`src/vwet_pkg.sv`:
```
// ----------------------------------------------------------------------------
// vwet_pkg
// Types, constants and helpers shared by the veto window event tagger.
// ----------------------------------------------------------------------------
`default_nettype none

package vwet_pkg;

    // Time stamps are held modulo 2^TIME_WIDTH
    localparam int unsigned TIME_WIDTH = 48;
    localparam int unsigned NUM_TAGS   = 4;
    localparam int unsigned FIFO_DEPTH = 2;

    localparam int unsigned PADDR_W    = 5;
    localparam int unsigned PDATA_W    = 32;

    // Tag slots
    localparam int unsigned TAG_VETO    = 0;
    localparam int unsigned TAG_DEPOSIT = 1;
    localparam int unsigned TAG_TOP     = 2;
    localparam int unsigned TAG_EDGE    = 3;

    // Register reset values
    localparam logic [19:0] VETO_ENERGY_MIN_RST  = 20'd1024;
    localparam logic [7:0]  VETO_HITS_MIN_RST    = 8'd2;
    localparam logic [20:0] BIG_DEPOSIT_MIN_RST  = 21'd10240;
    localparam logic [23:0] WINDOW_TICKS_RST     = 24'd7500;
    localparam logic [6:0]  TOP_LAYER_MIN_RST    = 7'd98;
    localparam logic [6:0]  BOTTOM_LAYER_MAX_RST = 7'd1;
    localparam logic [5:0]  LAST_STRIP_RST       = 6'd24;

    localparam logic OP_HIT   = 1'b0;
    localparam logic OP_CLOSE = 1'b1;

    typedef logic [TIME_WIDTH-1:0] time_t;

    typedef enum logic [2:0] {
        REG_VETO_ENERGY_MIN  = 3'd0,
        REG_VETO_HITS_MIN    = 3'd1,
        REG_BIG_DEPOSIT_MIN  = 3'd2,
        REG_WINDOW_TICKS     = 3'd3,
        REG_TOP_LAYER_MIN    = 3'd4,
        REG_BOTTOM_LAYER_MAX = 3'd5,
        REG_LAST_STRIP       = 3'd6
    } reg_idx_t;

    typedef enum logic [1:0] {
        CLASS_OUTSIDE = 2'd0,
        CLASS_INSIDE  = 2'd1,
        CLASS_TAGGED  = 2'd2
    } class_t;

    typedef struct packed {
        logic [19:0] veto_energy_min;
        logic [7:0]  veto_hits_min;
        logic [20:0] big_deposit_min;
        logic [23:0] window_ticks;
        logic [6:0]  top_layer_min;
        logic [6:0]  bottom_layer_max;
        logic [5:0]  last_strip;
    } cfg_t;

    // One closed event on its way from front to back
    typedef struct packed {
        logic [NUM_TAGS-1:0] fire;
        time_t               now;
    } qent_t;

    // Class of an event against a tag that did not fire on this event
    function automatic class_t classify(input logic seen, input time_t tag,
                                        input time_t now, input logic [23:0] win);
        time_t diff;
        class_t c;
        diff = now - tag;
        if (!seen)
            c = CLASS_OUTSIDE;
        else if (now == tag)
            c = CLASS_TAGGED;
        else if (now < tag)
            c = CLASS_INSIDE;
        else if (diff <= TIME_WIDTH'(win))
            c = CLASS_INSIDE;
        else
            c = CLASS_OUTSIDE;
        return c;
    endfunction

endpackage

`default_nettype wire

```
`src/vwet_if.sv`:
```
// ----------------------------------------------------------------------------
// vwet_if
// Valid/ready channels for input items and result items.
// ----------------------------------------------------------------------------
`default_nettype none

interface vwet_in_if;
    import vwet_pkg::*;

    logic        valid;
    logic        ready;
    logic        op;
    logic        hit_is_sipm;
    logic [6:0]  hit_layer;
    logic [5:0]  hit_strip;
    time_t       event_time;
    logic [19:0] veto_energy;
    logic [7:0]  veto_hits;
    logic [19:0] sipm_energy;
    logic [19:0] pmt_energy;

    modport source (
        output valid, op, hit_is_sipm, hit_layer, hit_strip, event_time,
               veto_energy, veto_hits, sipm_energy, pmt_energy,
        input  ready
    );
    modport sink (
        input  valid, op, hit_is_sipm, hit_layer, hit_strip, event_time,
               veto_energy, veto_hits, sipm_energy, pmt_energy,
        output ready
    );
endinterface

interface vwet_out_if;
    logic       valid;
    logic       ready;
    logic [1:0] veto_class;
    logic [1:0] deposit_class;
    logic [1:0] top_class;
    logic [1:0] edge_class;

    modport source (
        output valid, veto_class, deposit_class, top_class, edge_class,
        input  ready
    );
    modport sink (
        input  valid, veto_class, deposit_class, top_class, edge_class,
        output ready
    );
endinterface

`default_nettype wire

```
`src/vwet_cfg.sv`:
```
// ----------------------------------------------------------------------------
// vwet_cfg
// APB register file holding the thresholds and the window length.
// ----------------------------------------------------------------------------
`default_nettype none

module vwet_cfg (
    input  wire logic                          clk,
    input  wire logic                          rst_n,
    input  wire logic                          psel,
    input  wire logic                          penable,
    input  wire logic                          pwrite,
    input  wire logic [vwet_pkg::PADDR_W-1:0]  paddr,
    input  wire logic [vwet_pkg::PDATA_W-1:0]  pwdata,
    output logic      [vwet_pkg::PDATA_W-1:0]  prdata,
    output logic                               pready,
    output vwet_pkg::cfg_t                     cfg
);
    import vwet_pkg::*;

    cfg_t     cfg_reg;
    reg_idx_t idx;
    logic     wr_en;

    assign idx    = reg_idx_t'(paddr[PADDR_W-1:2]);
    assign wr_en  = psel && penable && pwrite;
    assign pready = 1'b1;
    assign cfg    = cfg_reg;

    always_ff @(posedge clk or negedge rst_n)
    begin
        if (!rst_n)
        begin
            cfg_reg.veto_energy_min  <= VETO_ENERGY_MIN_RST;
            cfg_reg.veto_hits_min    <= VETO_HITS_MIN_RST;
            cfg_reg.big_deposit_min  <= BIG_DEPOSIT_MIN_RST;
            cfg_reg.window_ticks     <= WINDOW_TICKS_RST;
            cfg_reg.top_layer_min    <= TOP_LAYER_MIN_RST;
            cfg_reg.bottom_layer_max <= BOTTOM_LAYER_MAX_RST;
            cfg_reg.last_strip       <= LAST_STRIP_RST;
        end
        else if (wr_en)
        begin
            unique case (idx)
                REG_VETO_ENERGY_MIN:  cfg_reg.veto_energy_min  <= pwdata[19:0];
                REG_VETO_HITS_MIN:    cfg_reg.veto_hits_min    <= pwdata[7:0];
                REG_BIG_DEPOSIT_MIN:  cfg_reg.big_deposit_min  <= pwdata[20:0];
                REG_WINDOW_TICKS:     cfg_reg.window_ticks     <= pwdata[23:0];
                REG_TOP_LAYER_MIN:    cfg_reg.top_layer_min    <= pwdata[6:0];
                REG_BOTTOM_LAYER_MAX: cfg_reg.bottom_layer_max <= pwdata[6:0];
                REG_LAST_STRIP:       cfg_reg.last_strip       <= pwdata[5:0];
                default: ;
            endcase
        end
    end

    always_comb
    begin
        unique case (idx)
            REG_VETO_ENERGY_MIN:  prdata = PDATA_W'(cfg_reg.veto_energy_min);
            REG_VETO_HITS_MIN:    prdata = PDATA_W'(cfg_reg.veto_hits_min);
            REG_BIG_DEPOSIT_MIN:  prdata = PDATA_W'(cfg_reg.big_deposit_min);
            REG_WINDOW_TICKS:     prdata = PDATA_W'(cfg_reg.window_ticks);
            REG_TOP_LAYER_MIN:    prdata = PDATA_W'(cfg_reg.top_layer_min);
            REG_BOTTOM_LAYER_MAX: prdata = PDATA_W'(cfg_reg.bottom_layer_max);
            REG_LAST_STRIP:       prdata = PDATA_W'(cfg_reg.last_strip);
            default:              prdata = '0;
        endcase
    end

endmodule

`default_nettype wire

```
`src/vwet_front.sv`:
```
// ----------------------------------------------------------------------------
// vwet_front
// Takes hits and closing items; keeps the sticky layer flags and works
// out which tags fire on a closed event.
// ----------------------------------------------------------------------------
`default_nettype none

module vwet_front (
    input  wire logic           clk,
    input  wire logic           rst_n,
    vwet_in_if.sink             in_ch,
    input  wire vwet_pkg::cfg_t cfg,
    input  wire logic           q_full,
    output logic                push,
    output vwet_pkg::qent_t     push_data
);
    import vwet_pkg::*;

    logic        top_flag_reg, top_flag_next;
    logic        edge_flag_reg, edge_flag_next;
    logic        acc;
    logic        hit_top;
    logic        hit_edge;
    logic [20:0] dep_sum;

    assign in_ch.ready = !q_full;
    assign acc         = in_ch.valid && in_ch.ready;
    assign push        = acc && (in_ch.op == OP_CLOSE);

    assign hit_top  = in_ch.hit_layer >= cfg.top_layer_min;
    assign hit_edge = hit_top
                   || (in_ch.hit_layer <= cfg.bottom_layer_max)
                   || (in_ch.hit_strip == 6'd0)
                   || (in_ch.hit_strip == cfg.last_strip);

    assign dep_sum = {1'b0, in_ch.sipm_energy} + {1'b0, in_ch.pmt_energy};

    always_comb
    begin
        push_data.now               = in_ch.event_time;
        push_data.fire[TAG_VETO]    = (in_ch.veto_energy >= cfg.veto_energy_min)
                                   || (in_ch.veto_hits >= cfg.veto_hits_min);
        push_data.fire[TAG_DEPOSIT] = dep_sum >= cfg.big_deposit_min;
        push_data.fire[TAG_TOP]     = top_flag_reg;
        push_data.fire[TAG_EDGE]    = edge_flag_reg;
    end

    always_comb
    begin
        top_flag_next  = top_flag_reg;
        edge_flag_next = edge_flag_reg;
        if (acc)
        begin
            if (in_ch.op == OP_CLOSE)
            begin
                top_flag_next  = 1'b0;
                edge_flag_next = 1'b0;
            end
            else if (in_ch.hit_is_sipm)
            begin
                top_flag_next  = top_flag_reg  || hit_top;
                edge_flag_next = edge_flag_reg || hit_edge;
            end
        end
    end

    always_ff @(posedge clk or negedge rst_n)
    begin
        if (!rst_n)
        begin
            top_flag_reg  <= 1'b0;
            edge_flag_reg <= 1'b0;
        end
        else
        begin
            top_flag_reg  <= top_flag_next;
            edge_flag_reg <= edge_flag_next;
        end
    end

endmodule

`default_nettype wire

```
`src/vwet_fifo.sv`:
```
// ----------------------------------------------------------------------------
// vwet_fifo
// Short queue of closed events between front and back.
// ----------------------------------------------------------------------------
`default_nettype none

module vwet_fifo (
    input  wire logic            clk,
    input  wire logic            rst_n,
    input  wire logic            push,
    input  wire vwet_pkg::qent_t push_data,
    input  wire logic            pop,
    output vwet_pkg::qent_t      pop_data,
    output logic                 full,
    output logic                 empty
);
    import vwet_pkg::*;

    localparam int unsigned PTR_W = (FIFO_DEPTH > 1) ? $clog2(FIFO_DEPTH) : 1;
    localparam int unsigned CNT_W = $clog2(FIFO_DEPTH + 1);

    qent_t              mem_reg [FIFO_DEPTH];
    logic [PTR_W-1:0]   wr_ptr_reg, rd_ptr_reg;
    logic [CNT_W-1:0]   cnt_reg, cnt_next;

    function automatic logic [PTR_W-1:0] ptr_inc(input logic [PTR_W-1:0] p);
        return (p == PTR_W'(FIFO_DEPTH - 1)) ? '0 : p + PTR_W'(1);
    endfunction

    assign full     = cnt_reg == CNT_W'(FIFO_DEPTH);
    assign empty    = cnt_reg == '0;
    assign pop_data = mem_reg[rd_ptr_reg];

    always_comb
    begin
        cnt_next = cnt_reg;
        case ({push, pop})
            2'b10:   cnt_next = cnt_reg + CNT_W'(1);
            2'b01:   cnt_next = cnt_reg - CNT_W'(1);
            default: cnt_next = cnt_reg;
        endcase
    end

    always_ff @(posedge clk)
    begin
        if (push)
            mem_reg[wr_ptr_reg] <= push_data;
    end

    always_ff @(posedge clk or negedge rst_n)
    begin
        if (!rst_n)
        begin
            wr_ptr_reg <= '0;
            rd_ptr_reg <= '0;
            cnt_reg    <= '0;
        end
        else
        begin
            if (push)
                wr_ptr_reg <= ptr_inc(wr_ptr_reg);
            if (pop)
                rd_ptr_reg <= ptr_inc(rd_ptr_reg);
            cnt_reg <= cnt_next;
        end
    end

    a_no_overflow: assert property (@(posedge clk) disable iff (!rst_n)
        push |-> !full)
        else $error("queue written while full");

    a_no_underflow: assert property (@(posedge clk) disable iff (!rst_n)
        pop |-> !empty)
        else $error("queue read while empty");

    a_count_bound: assert property (@(posedge clk) disable iff (!rst_n)
        cnt_reg <= CNT_W'(FIFO_DEPTH))
        else $error("queue count beyond depth");

endmodule

`default_nettype wire

```
`src/vwet_back.sv`:
```
// ----------------------------------------------------------------------------
// vwet_back
// Holds the tag times, classifies each closed event and registers the result.
// ----------------------------------------------------------------------------
`default_nettype none

module vwet_back (
    input  wire logic            clk,
    input  wire logic            rst_n,
    input  wire vwet_pkg::cfg_t  cfg,
    input  wire logic            q_empty,
    input  wire vwet_pkg::qent_t q_data,
    output logic                 pop,
    vwet_out_if.source           out_ch
);
    import vwet_pkg::*;

    time_t               tag_time_reg [NUM_TAGS];
    logic [NUM_TAGS-1:0] tag_seen_reg, tag_seen_next;
    class_t              cls_reg [NUM_TAGS];
    class_t              cls_next [NUM_TAGS];
    logic                out_valid_reg;

    assign pop = !q_empty && (!out_valid_reg || out_ch.ready);

    // A tag that fires takes this event's time, so it is always TAGGED
    always_comb
    begin
        for (int k = 0; k < NUM_TAGS; k++)
        begin
            if (q_data.fire[k])
                cls_next[k] = CLASS_TAGGED;
            else
                cls_next[k] = classify(tag_seen_reg[k], tag_time_reg[k],
                                       q_data.now, cfg.window_ticks);
        end
        tag_seen_next = tag_seen_reg | q_data.fire;
    end

    always_ff @(posedge clk)
    begin
        if (pop)
        begin
            for (int k = 0; k < NUM_TAGS; k++)
            begin
                cls_reg[k] <= cls_next[k];
                if (q_data.fire[k])
                    tag_time_reg[k] <= q_data.now;
            end
        end
    end

    always_ff @(posedge clk or negedge rst_n)
    begin
        if (!rst_n)
        begin
            tag_seen_reg  <= '0;
            out_valid_reg <= 1'b0;
        end
        else
        begin
            if (pop)
                tag_seen_reg <= tag_seen_next;
            if (pop)
                out_valid_reg <= 1'b1;
            else if (out_ch.ready)
                out_valid_reg <= 1'b0;
        end
    end

    assign out_ch.valid         = out_valid_reg;
    assign out_ch.veto_class    = cls_reg[TAG_VETO];
    assign out_ch.deposit_class = cls_reg[TAG_DEPOSIT];
    assign out_ch.top_class     = cls_reg[TAG_TOP];
    assign out_ch.edge_class    = cls_reg[TAG_EDGE];

    a_fire_tagged: assert property (@(posedge clk) disable iff (!rst_n)
        pop && q_data.fire[TAG_VETO] |=> out_ch.veto_class == CLASS_TAGGED)
        else $error("fired veto tag not reported as tagged");

    a_seen_sticky: assert property (@(posedge clk) disable iff (!rst_n)
        pop && q_data.fire[TAG_EDGE] |=> tag_seen_reg[TAG_EDGE])
        else $error("edge tag not marked seen after firing");

    a_unseen_outside: assert property (@(posedge clk) disable iff (!rst_n)
        pop && !tag_seen_reg[TAG_TOP] && !q_data.fire[TAG_TOP]
        |=> out_ch.top_class == CLASS_OUTSIDE)
        else $error("never fired top tag not reported outside");

endmodule

`default_nettype wire

```
`src/veto_window_event_tagger_top.sv`:
```
// ----------------------------------------------------------------------------
// veto_window_event_tagger_top
// Tags detector events against veto, large deposit, top layer and edge
// layer activity and reports each against its veto window.
// ----------------------------------------------------------------------------
//
//   channel   dir  handshake          carries
//   --------  ---  -----------------  ---------------------------------------
//   in_ch     in   valid/ready        hit item (op=0) or closing item (op=1)
//   out_ch    out  valid/ready        four 2-bit classes, one per tag
//   APB       in   psel/penable       threshold and window registers
//
// One item per cycle sustained while the queue is not full. A closing item
// reaches out_ch via the queue and the output register; hit items give
// no transaction. The front compares the energies in the accept cycle;
// the back does four 48-bit subtract-and-compare checks against the stored
// tag times. A two-entry queue decouples the two sides: in_ch stalls only
// when the queue is full, which needs out_ch held stalled.
// rst_n (async, active low) clears flags, seen bits, queue and output valid,
// and loads the register defaults; tag times are left unset.
// ----------------------------------------------------------------------------
`default_nettype none

module veto_window_event_tagger_top (
    input  wire logic                          clk,
    input  wire logic                          rst_n,
    vwet_in_if.sink                            in_ch,
    vwet_out_if.source                         out_ch,
    input  wire logic                          psel,
    input  wire logic                          penable,
    input  wire logic                          pwrite,
    input  wire logic [vwet_pkg::PADDR_W-1:0]  paddr,
    input  wire logic [vwet_pkg::PDATA_W-1:0]  pwdata,
    output logic      [vwet_pkg::PDATA_W-1:0]  prdata,
    output logic                               pready
);
    import vwet_pkg::*;

    cfg_t  cfg;
    logic  push, pop, q_full, q_empty;
    qent_t push_data, pop_data;

    // Register file; write only while the datapath is idle (a rule on the user, unenforced here)
    vwet_cfg u_cfg (
        .clk     (clk),
        .rst_n   (rst_n),
        .psel    (psel),
        .penable (penable),
        .pwrite  (pwrite),
        .paddr   (paddr),
        .pwdata  (pwdata),
        .prdata  (prdata),
        .pready  (pready),
        .cfg     (cfg)
    );

    // Front: sticky layer flags, tag firing decision per closed event
    vwet_front u_front (
        .clk       (clk),
        .rst_n     (rst_n),
        .in_ch     (in_ch),
        .cfg       (cfg),
        .q_full    (q_full),
        .push      (push),
        .push_data (push_data)
    );

    // Closed events in order, fire bits plus time stamp
    vwet_fifo u_fifo (
        .clk       (clk),
        .rst_n     (rst_n),
        .push      (push),
        .push_data (push_data),
        .pop       (pop),
        .pop_data  (pop_data),
        .full      (q_full),
        .empty     (q_empty)
    );

    // Back: tag time store and window classification, output register
    vwet_back u_back (
        .clk     (clk),
        .rst_n   (rst_n),
        .cfg     (cfg),
        .q_empty (q_empty),
        .q_data  (pop_data),
        .pop     (pop),
        .out_ch  (out_ch)
    );

endmodule

`default_nettype wire
```
`src/flat_wrapper.sv`:
```
// flat-port wrapper written by rule: the top's interface ports become plain ports
module veto_window_event_tagger_top_flat import vwet_pkg::*;
  (clk, rst_n, psel, penable, pwrite, paddr, pwdata, prdata, pready, in_ch_valid, in_ch_op, in_ch_hit_is_sipm, in_ch_hit_layer, in_ch_hit_strip, in_ch_event_time, in_ch_veto_energy, in_ch_veto_hits, in_ch_sipm_energy, in_ch_pmt_energy, in_ch_ready, out_ch_valid, out_ch_veto_class, out_ch_deposit_class, out_ch_top_class, out_ch_edge_class, out_ch_ready);
  vwet_in_if in_ch_i ();
  vwet_out_if out_ch_i ();
  input  wire logic clk;
  input  wire logic rst_n;
  input  wire logic psel;
  input  wire logic penable;
  input  wire logic pwrite;
  input  wire logic [vwet_pkg::PADDR_W-1:0] paddr;
  input  wire logic [vwet_pkg::PDATA_W-1:0] pwdata;
  output logic      [vwet_pkg::PDATA_W-1:0] prdata;
  output logic pready;
  input wire logic [$bits(in_ch_i.valid)-1:0] in_ch_valid;
  input wire logic [$bits(in_ch_i.op)-1:0] in_ch_op;
  input wire logic [$bits(in_ch_i.hit_is_sipm)-1:0] in_ch_hit_is_sipm;
  input wire logic [$bits(in_ch_i.hit_layer)-1:0] in_ch_hit_layer;
  input wire logic [$bits(in_ch_i.hit_strip)-1:0] in_ch_hit_strip;
  input wire logic [$bits(in_ch_i.event_time)-1:0] in_ch_event_time;
  input wire logic [$bits(in_ch_i.veto_energy)-1:0] in_ch_veto_energy;
  input wire logic [$bits(in_ch_i.veto_hits)-1:0] in_ch_veto_hits;
  input wire logic [$bits(in_ch_i.sipm_energy)-1:0] in_ch_sipm_energy;
  input wire logic [$bits(in_ch_i.pmt_energy)-1:0] in_ch_pmt_energy;
  output wire logic [$bits(in_ch_i.ready)-1:0] in_ch_ready;
  output wire logic [$bits(out_ch_i.valid)-1:0] out_ch_valid;
  output wire logic [$bits(out_ch_i.veto_class)-1:0] out_ch_veto_class;
  output wire logic [$bits(out_ch_i.deposit_class)-1:0] out_ch_deposit_class;
  output wire logic [$bits(out_ch_i.top_class)-1:0] out_ch_top_class;
  output wire logic [$bits(out_ch_i.edge_class)-1:0] out_ch_edge_class;
  input wire logic [$bits(out_ch_i.ready)-1:0] out_ch_ready;
  assign in_ch_i.valid = in_ch_valid;
  assign in_ch_i.op = in_ch_op;
  assign in_ch_i.hit_is_sipm = in_ch_hit_is_sipm;
  assign in_ch_i.hit_layer = in_ch_hit_layer;
  assign in_ch_i.hit_strip = in_ch_hit_strip;
  assign in_ch_i.event_time = in_ch_event_time;
  assign in_ch_i.veto_energy = in_ch_veto_energy;
  assign in_ch_i.veto_hits = in_ch_veto_hits;
  assign in_ch_i.sipm_energy = in_ch_sipm_energy;
  assign in_ch_i.pmt_energy = in_ch_pmt_energy;
  assign in_ch_ready = in_ch_i.ready;
  assign out_ch_valid = out_ch_i.valid;
  assign out_ch_veto_class = out_ch_i.veto_class;
  assign out_ch_deposit_class = out_ch_i.deposit_class;
  assign out_ch_top_class = out_ch_i.top_class;
  assign out_ch_edge_class = out_ch_i.edge_class;
  assign out_ch_i.ready = out_ch_ready;
  veto_window_event_tagger_top u_core (.clk(clk), .rst_n(rst_n), .in_ch(in_ch_i), .out_ch(out_ch_i), .psel(psel), .penable(penable), .pwrite(pwrite), .paddr(paddr), .pwdata(pwdata), .prdata(prdata), .pready(pready));
endmodule
```
`config.mk`:
```
export PLATFORM = sky130hd
export DESIGN_NAME = veto_window_event_tagger_top_flat
export DESIGN_NICKNAME = d
export VERILOG_FILES = /design/src/vwet_pkg.sv /design/src/vwet_if.sv /design/src/vwet_cfg.sv /design/src/vwet_front.sv /design/src/vwet_fifo.sv /design/src/vwet_back.sv /design/src/veto_window_event_tagger_top.sv /design/src/flat_wrapper.sv
export SDC_FILE = /design/constraint.sdc
export NUM_CORES = 1
export LEC_CHECK = 0
export BUFFER_PORTS_ARGS = -buffer_cell sky130_fd_sc_hd__buf_2
export CAP_MARGIN = 40
export CORE_MARGIN = 2
export CORE_UTILIZATION = 50
export CTS_CLUSTER_DIAMETER = 50
export DETAILED_ROUTE_END_ITERATION = 16
export PLACE_DENSITY_LB_ADDON = 0.12
export SLEW_MARGIN = 10
export SYNTH_ARGS = -nofsm -noshare
export SYNTH_HDL_FRONTEND = slang
export SYNTH_SLANG_ARGS = --single-unit
```
`constraint.sdc`:
```
create_clock -name clk -period 7 [get_ports clk]
set_clock_uncertainty 0.2 [all_clocks]
set_input_delay 0.7 -clock clk [delete_from_list [all_inputs] [get_ports clk]]
set_output_delay 0.7 -clock clk [all_outputs]
set_load 0.01 [all_outputs]
```
==> metrics.md <==
| Metric | Value |
|---|---|
| Max Cap Viol | 0 |
| Final Max Slew Viols | 0 |
| Synthesized area | 31,150 µm² |
| Post-CTS Setup Bufs | 0 |
| Drt pass-1 iters | 7 |
| First-pass GRT wire length | 142,500 µm |
| Residual DRC | 0 |
| Clock latency on the worst-skew pair | just over 0.6 ns |
| Via count | 26.56k |
| Asr flop ratio synth | 25.49% |
| Leak pwr | 15.50 nW |
| Result of the run | finished clean |
| CTS Buf Count | just under 60 |
| Min Tclk post-route | 6.698 ns |
| Synth Warn # | 0 |
| Global routing usage on met1 | 38.38% |
| Crit Path Class | reg -> reg |
| PortBufs | between 150 and 200 |
| Synth Flop Type | edfxtp_1 |
| Fin nets | 4,120 |
| Detailed Route WL | 94,500 µm |
| Post-placement cell area | 33,190 µm² |
| Rel. slew slack | about two fifths |
| Initial Util | 50.56% |
| VDD IR max | between 0.0002 and 0.0003 V |
| PwrDens | 495.7 nW/µm² |
| Routing usage on met2 | between 40 and 50% |
| Full die area | 64,310 µm² |
| Clk sinks | 408 |
| CTS Buffer Depth | 3 |
| Congestion Overflow GR | 0 |
| Largest net degree at the start of global routing | 53 |
| Worst-path fanout max | 13 |
| WL/cell | 21.21 µm |
| Gr busiest metal | met2 |
| FP Rows | 91 |
| Critical-path cell list | buf_4, mux2_2, ha_1, a21o_1, a221o_1, o2bb2ai_1, a211oi_2, o211ai_1, a31oi_1, o21bai_1, xor2_1, ha_1, a21oi_1, nor2b_1, o21ai_0, o21ai_0, o31ai_1, o311ai_0, nor4_1, nand4_1, a2111oi_0, nand4_1, o31ai_1 |
| Antenna Violating Nets Remaining | 0 |
| Initial antenna violation count | 3 |
| Largest register FFs | 192 |
| Clk pin slew, worst setup/hold paths | 0.06 ns |
| Final GP Congestion | roughly 0.94 |
| Maximum achievable frequency | 0.1493 GHz |
| DR iter-0 viols | 2,391 |
| Die Ht | 253.6 µm |
| Post-synth cell types | 98 |
| GR Util met3 | under 10% |
| Area growth syn-to-layout | 13.04% |
| CP endpoint kind | register |
| Setup TNS | 0 ns |
| Arrival time worst endpoint | 6.93 ns |
| Number of synthesized flops with an enable pin | approximately 300 |
| H-tree levels | 2 |
| Slowest CP cell | dfrtp_2 |
| Final period utilization | 95.69% |
| Seq/Total Area, Yosys | 37.73% |
| Yosys top cell area share | 29.31% |
| Final setup viols | 0 |
| Dpl hpwl | ~76,000 µm |
| Via/cell ratio | 5.960 |
| Worst hold path class | in -> reg |
| Final Core Density | 57.16% |
| Post-synthesis register bit count | 408 |
| Core box area | 61,600 µm² |
| Req. time, crit path | between 7 and 8 ns |
| CTS tree | done |
| Overall Global Routing Usage | 28.85% |
| Slew @ Worst Pin | around 0.9 ns |
| Num ports | 218 |
| Dpl cells | 4,342 |
| Critical path's largest stage delay | 0.53 ns |
| Die W | 253.6 µm |
| Syn Area/Cell | a little over 9 µm² |
| Yosys top cell by area | edfxtp_1 |
| Fin area | 35,210 µm² |
| Syn Inst Count | 3,361 |
| Root Buffer | clkbuf_16 |
| Layout cells sized above 1 | 13.07% |
| Final Hold Viols | 0 |
| Critical path startpoint category | register |
| Final non-filler cell total | roughly 4.5k |
| RSZ-0062 raised after global routing | no |
| Largest cells by area after synthesis | edfxtp_1 (29%), ha_1 (15%), dfrtp_1 (7.0%) |
| Number of global-route vias before repair | approximately 26k |
[final timing paths]
kind / end / from / slack [ns] / cells past startpoint
min: u_core.u_fifo.mem_reg[0][13]$_DFFE_PP_ / in_ch_event_time[13] / 0.07 / 1
max: u_core.u_back.cls_reg[1][0]$_SDFFCE_PP0P_ / u_core.u_fifo.rd_ptr_reg$_DFFE_PN0P_ / 0.30 / 23
max reg2reg: u_core.u_back.cls_reg[1][0]$_SDFFCE_PP0P_ / u_core.u_fifo.rd_ptr_reg$_DFFE_PN0P_ / 0.30 / 23
min in group asynchronous: u_core.u_cfg.cfg[29]$_DFFE_PN0P_ / rst_n / 0.40 / 2
min reg2reg: u_core.u_back.tag_seen_reg[2]$_DFFE_PN0P_ / u_core.u_back.tag_seen_reg[2]$_DFFE_PN0P_ / 0.29 / 2
max in group asynchronous: u_core.u_cfg.cfg[6]$_DFFE_PN1P_ / rst_n / 5.08 / 4
[worst max-delay path, delay by kind of cell, from the launching register on]
family                   cells  cell delay [ns]
AO/OA/AOI/OAI               14             3.46
XOR/XNOR                     1             0.15
adder cells (fa/ha/maj)      2             0.71
buffers and inverters        1             0.28
flip-flops                   1             0.53
multiplexers                 1             0.47
AND/OR/NAND/NOR              4             0.71
[final cells by class]
| cell class | count | area (µm²) |
|---|---|---|
| fillers | 5430 | 26390 |
| clock buffers | 72 | 1524 |
| flip-flops and latches | 408 | 11750 |
| well taps | 837 | 1047 |
| repair buffers | 249 | 1433 |
| multi-input cells | 2479 | 17650 |
| clock inverters | 38 | 405.4 |
| diodes | 1 | 2.502 |
| inverters | 372 | 1396 |
[synthesized netlist by cell type, types with 32 or more instances]
master / instances
ha_1: 372
inv_1: 370
edfxtp_1: 304
a21oi_1: 293
nand2_1: 265
o21ai_0: 245
nor2_1: 214
a21o_1: 95
xnor2_1: 92
clkbuf_1: 87
dfrtp_1: 87
nand4_1: 82
nand3_1: 70
mux2_2: 62
xor2_1: 61
nor3_1: 60
o21a_1: 39
mux2i_1: 37
nand2b_1: 35
a31oi_1: 32
nor2b_1: 32
[cell families after synthesis]
kind of cell               after synthesis  share of synthesized area (%)
AOI/OAI and AO/OA                      957                          19.40
xor gates and xnor gates               153                          4.302
adders and majority gates              377                          15.27
buffers and inverters                  481                          5.937
DFF                                    408                          37.73
muxes                                  103                          3.720
other                                    2                        0.02411
and+or+nand+nor                        880                          13.61
[per-stage QoR]
stage                     power (mW)  hold slack, ns  worst slack [ns]
after floorplan                11.37          0.2044            0.4210
after global placement         14.13          0.2613            0.3807
after detailed placement       14.36          0.2772            0.2185
after CTS                      17.33         0.02722            0.1929
after global routing           18.75         0.04735           0.02467
final                          17.45         0.06596            0.3019
[power by group]
group          switching [mW]  internal, mW
clock                    1.16          1.73
sequential              0.214          3.43
combinational            6.82          4.09
total                    8.20          9.25
[per-layer routing]
layer	share of wire, %	vias to the layer above
met5	0.0074	-
met4	4.1	2
met3	5.3	169
met2	46	906
met1	45	12780
li1	-	12710
[placed cells by master, fill, tap and decap left out, types with 86 or more instances in the layout]
master | synthesis | layout
inv_1 | 370 | 370
a21o_1 | 95 | 95
o21ai_0 | 245 | 245
nand2_1 | 265 | 265
buf_2 | 8 | 198
xnor2_1 | 92 | 92
nor2_1 | 214 | 207
dfrtp_1 | 87 | 86
a21oi_1 | 293 | 293
edfxtp_1 | 304 | 304
ha_1 | 372 | 372
[what timing repair did]
item                                   4_1_cts  5_1_grt
resized for setup                            0        3
endpoints found under the hold margin       26        0
hold buffers                                 1        0
setup endpoints to repair                    0        1
(Power assumes the default switching activity.)
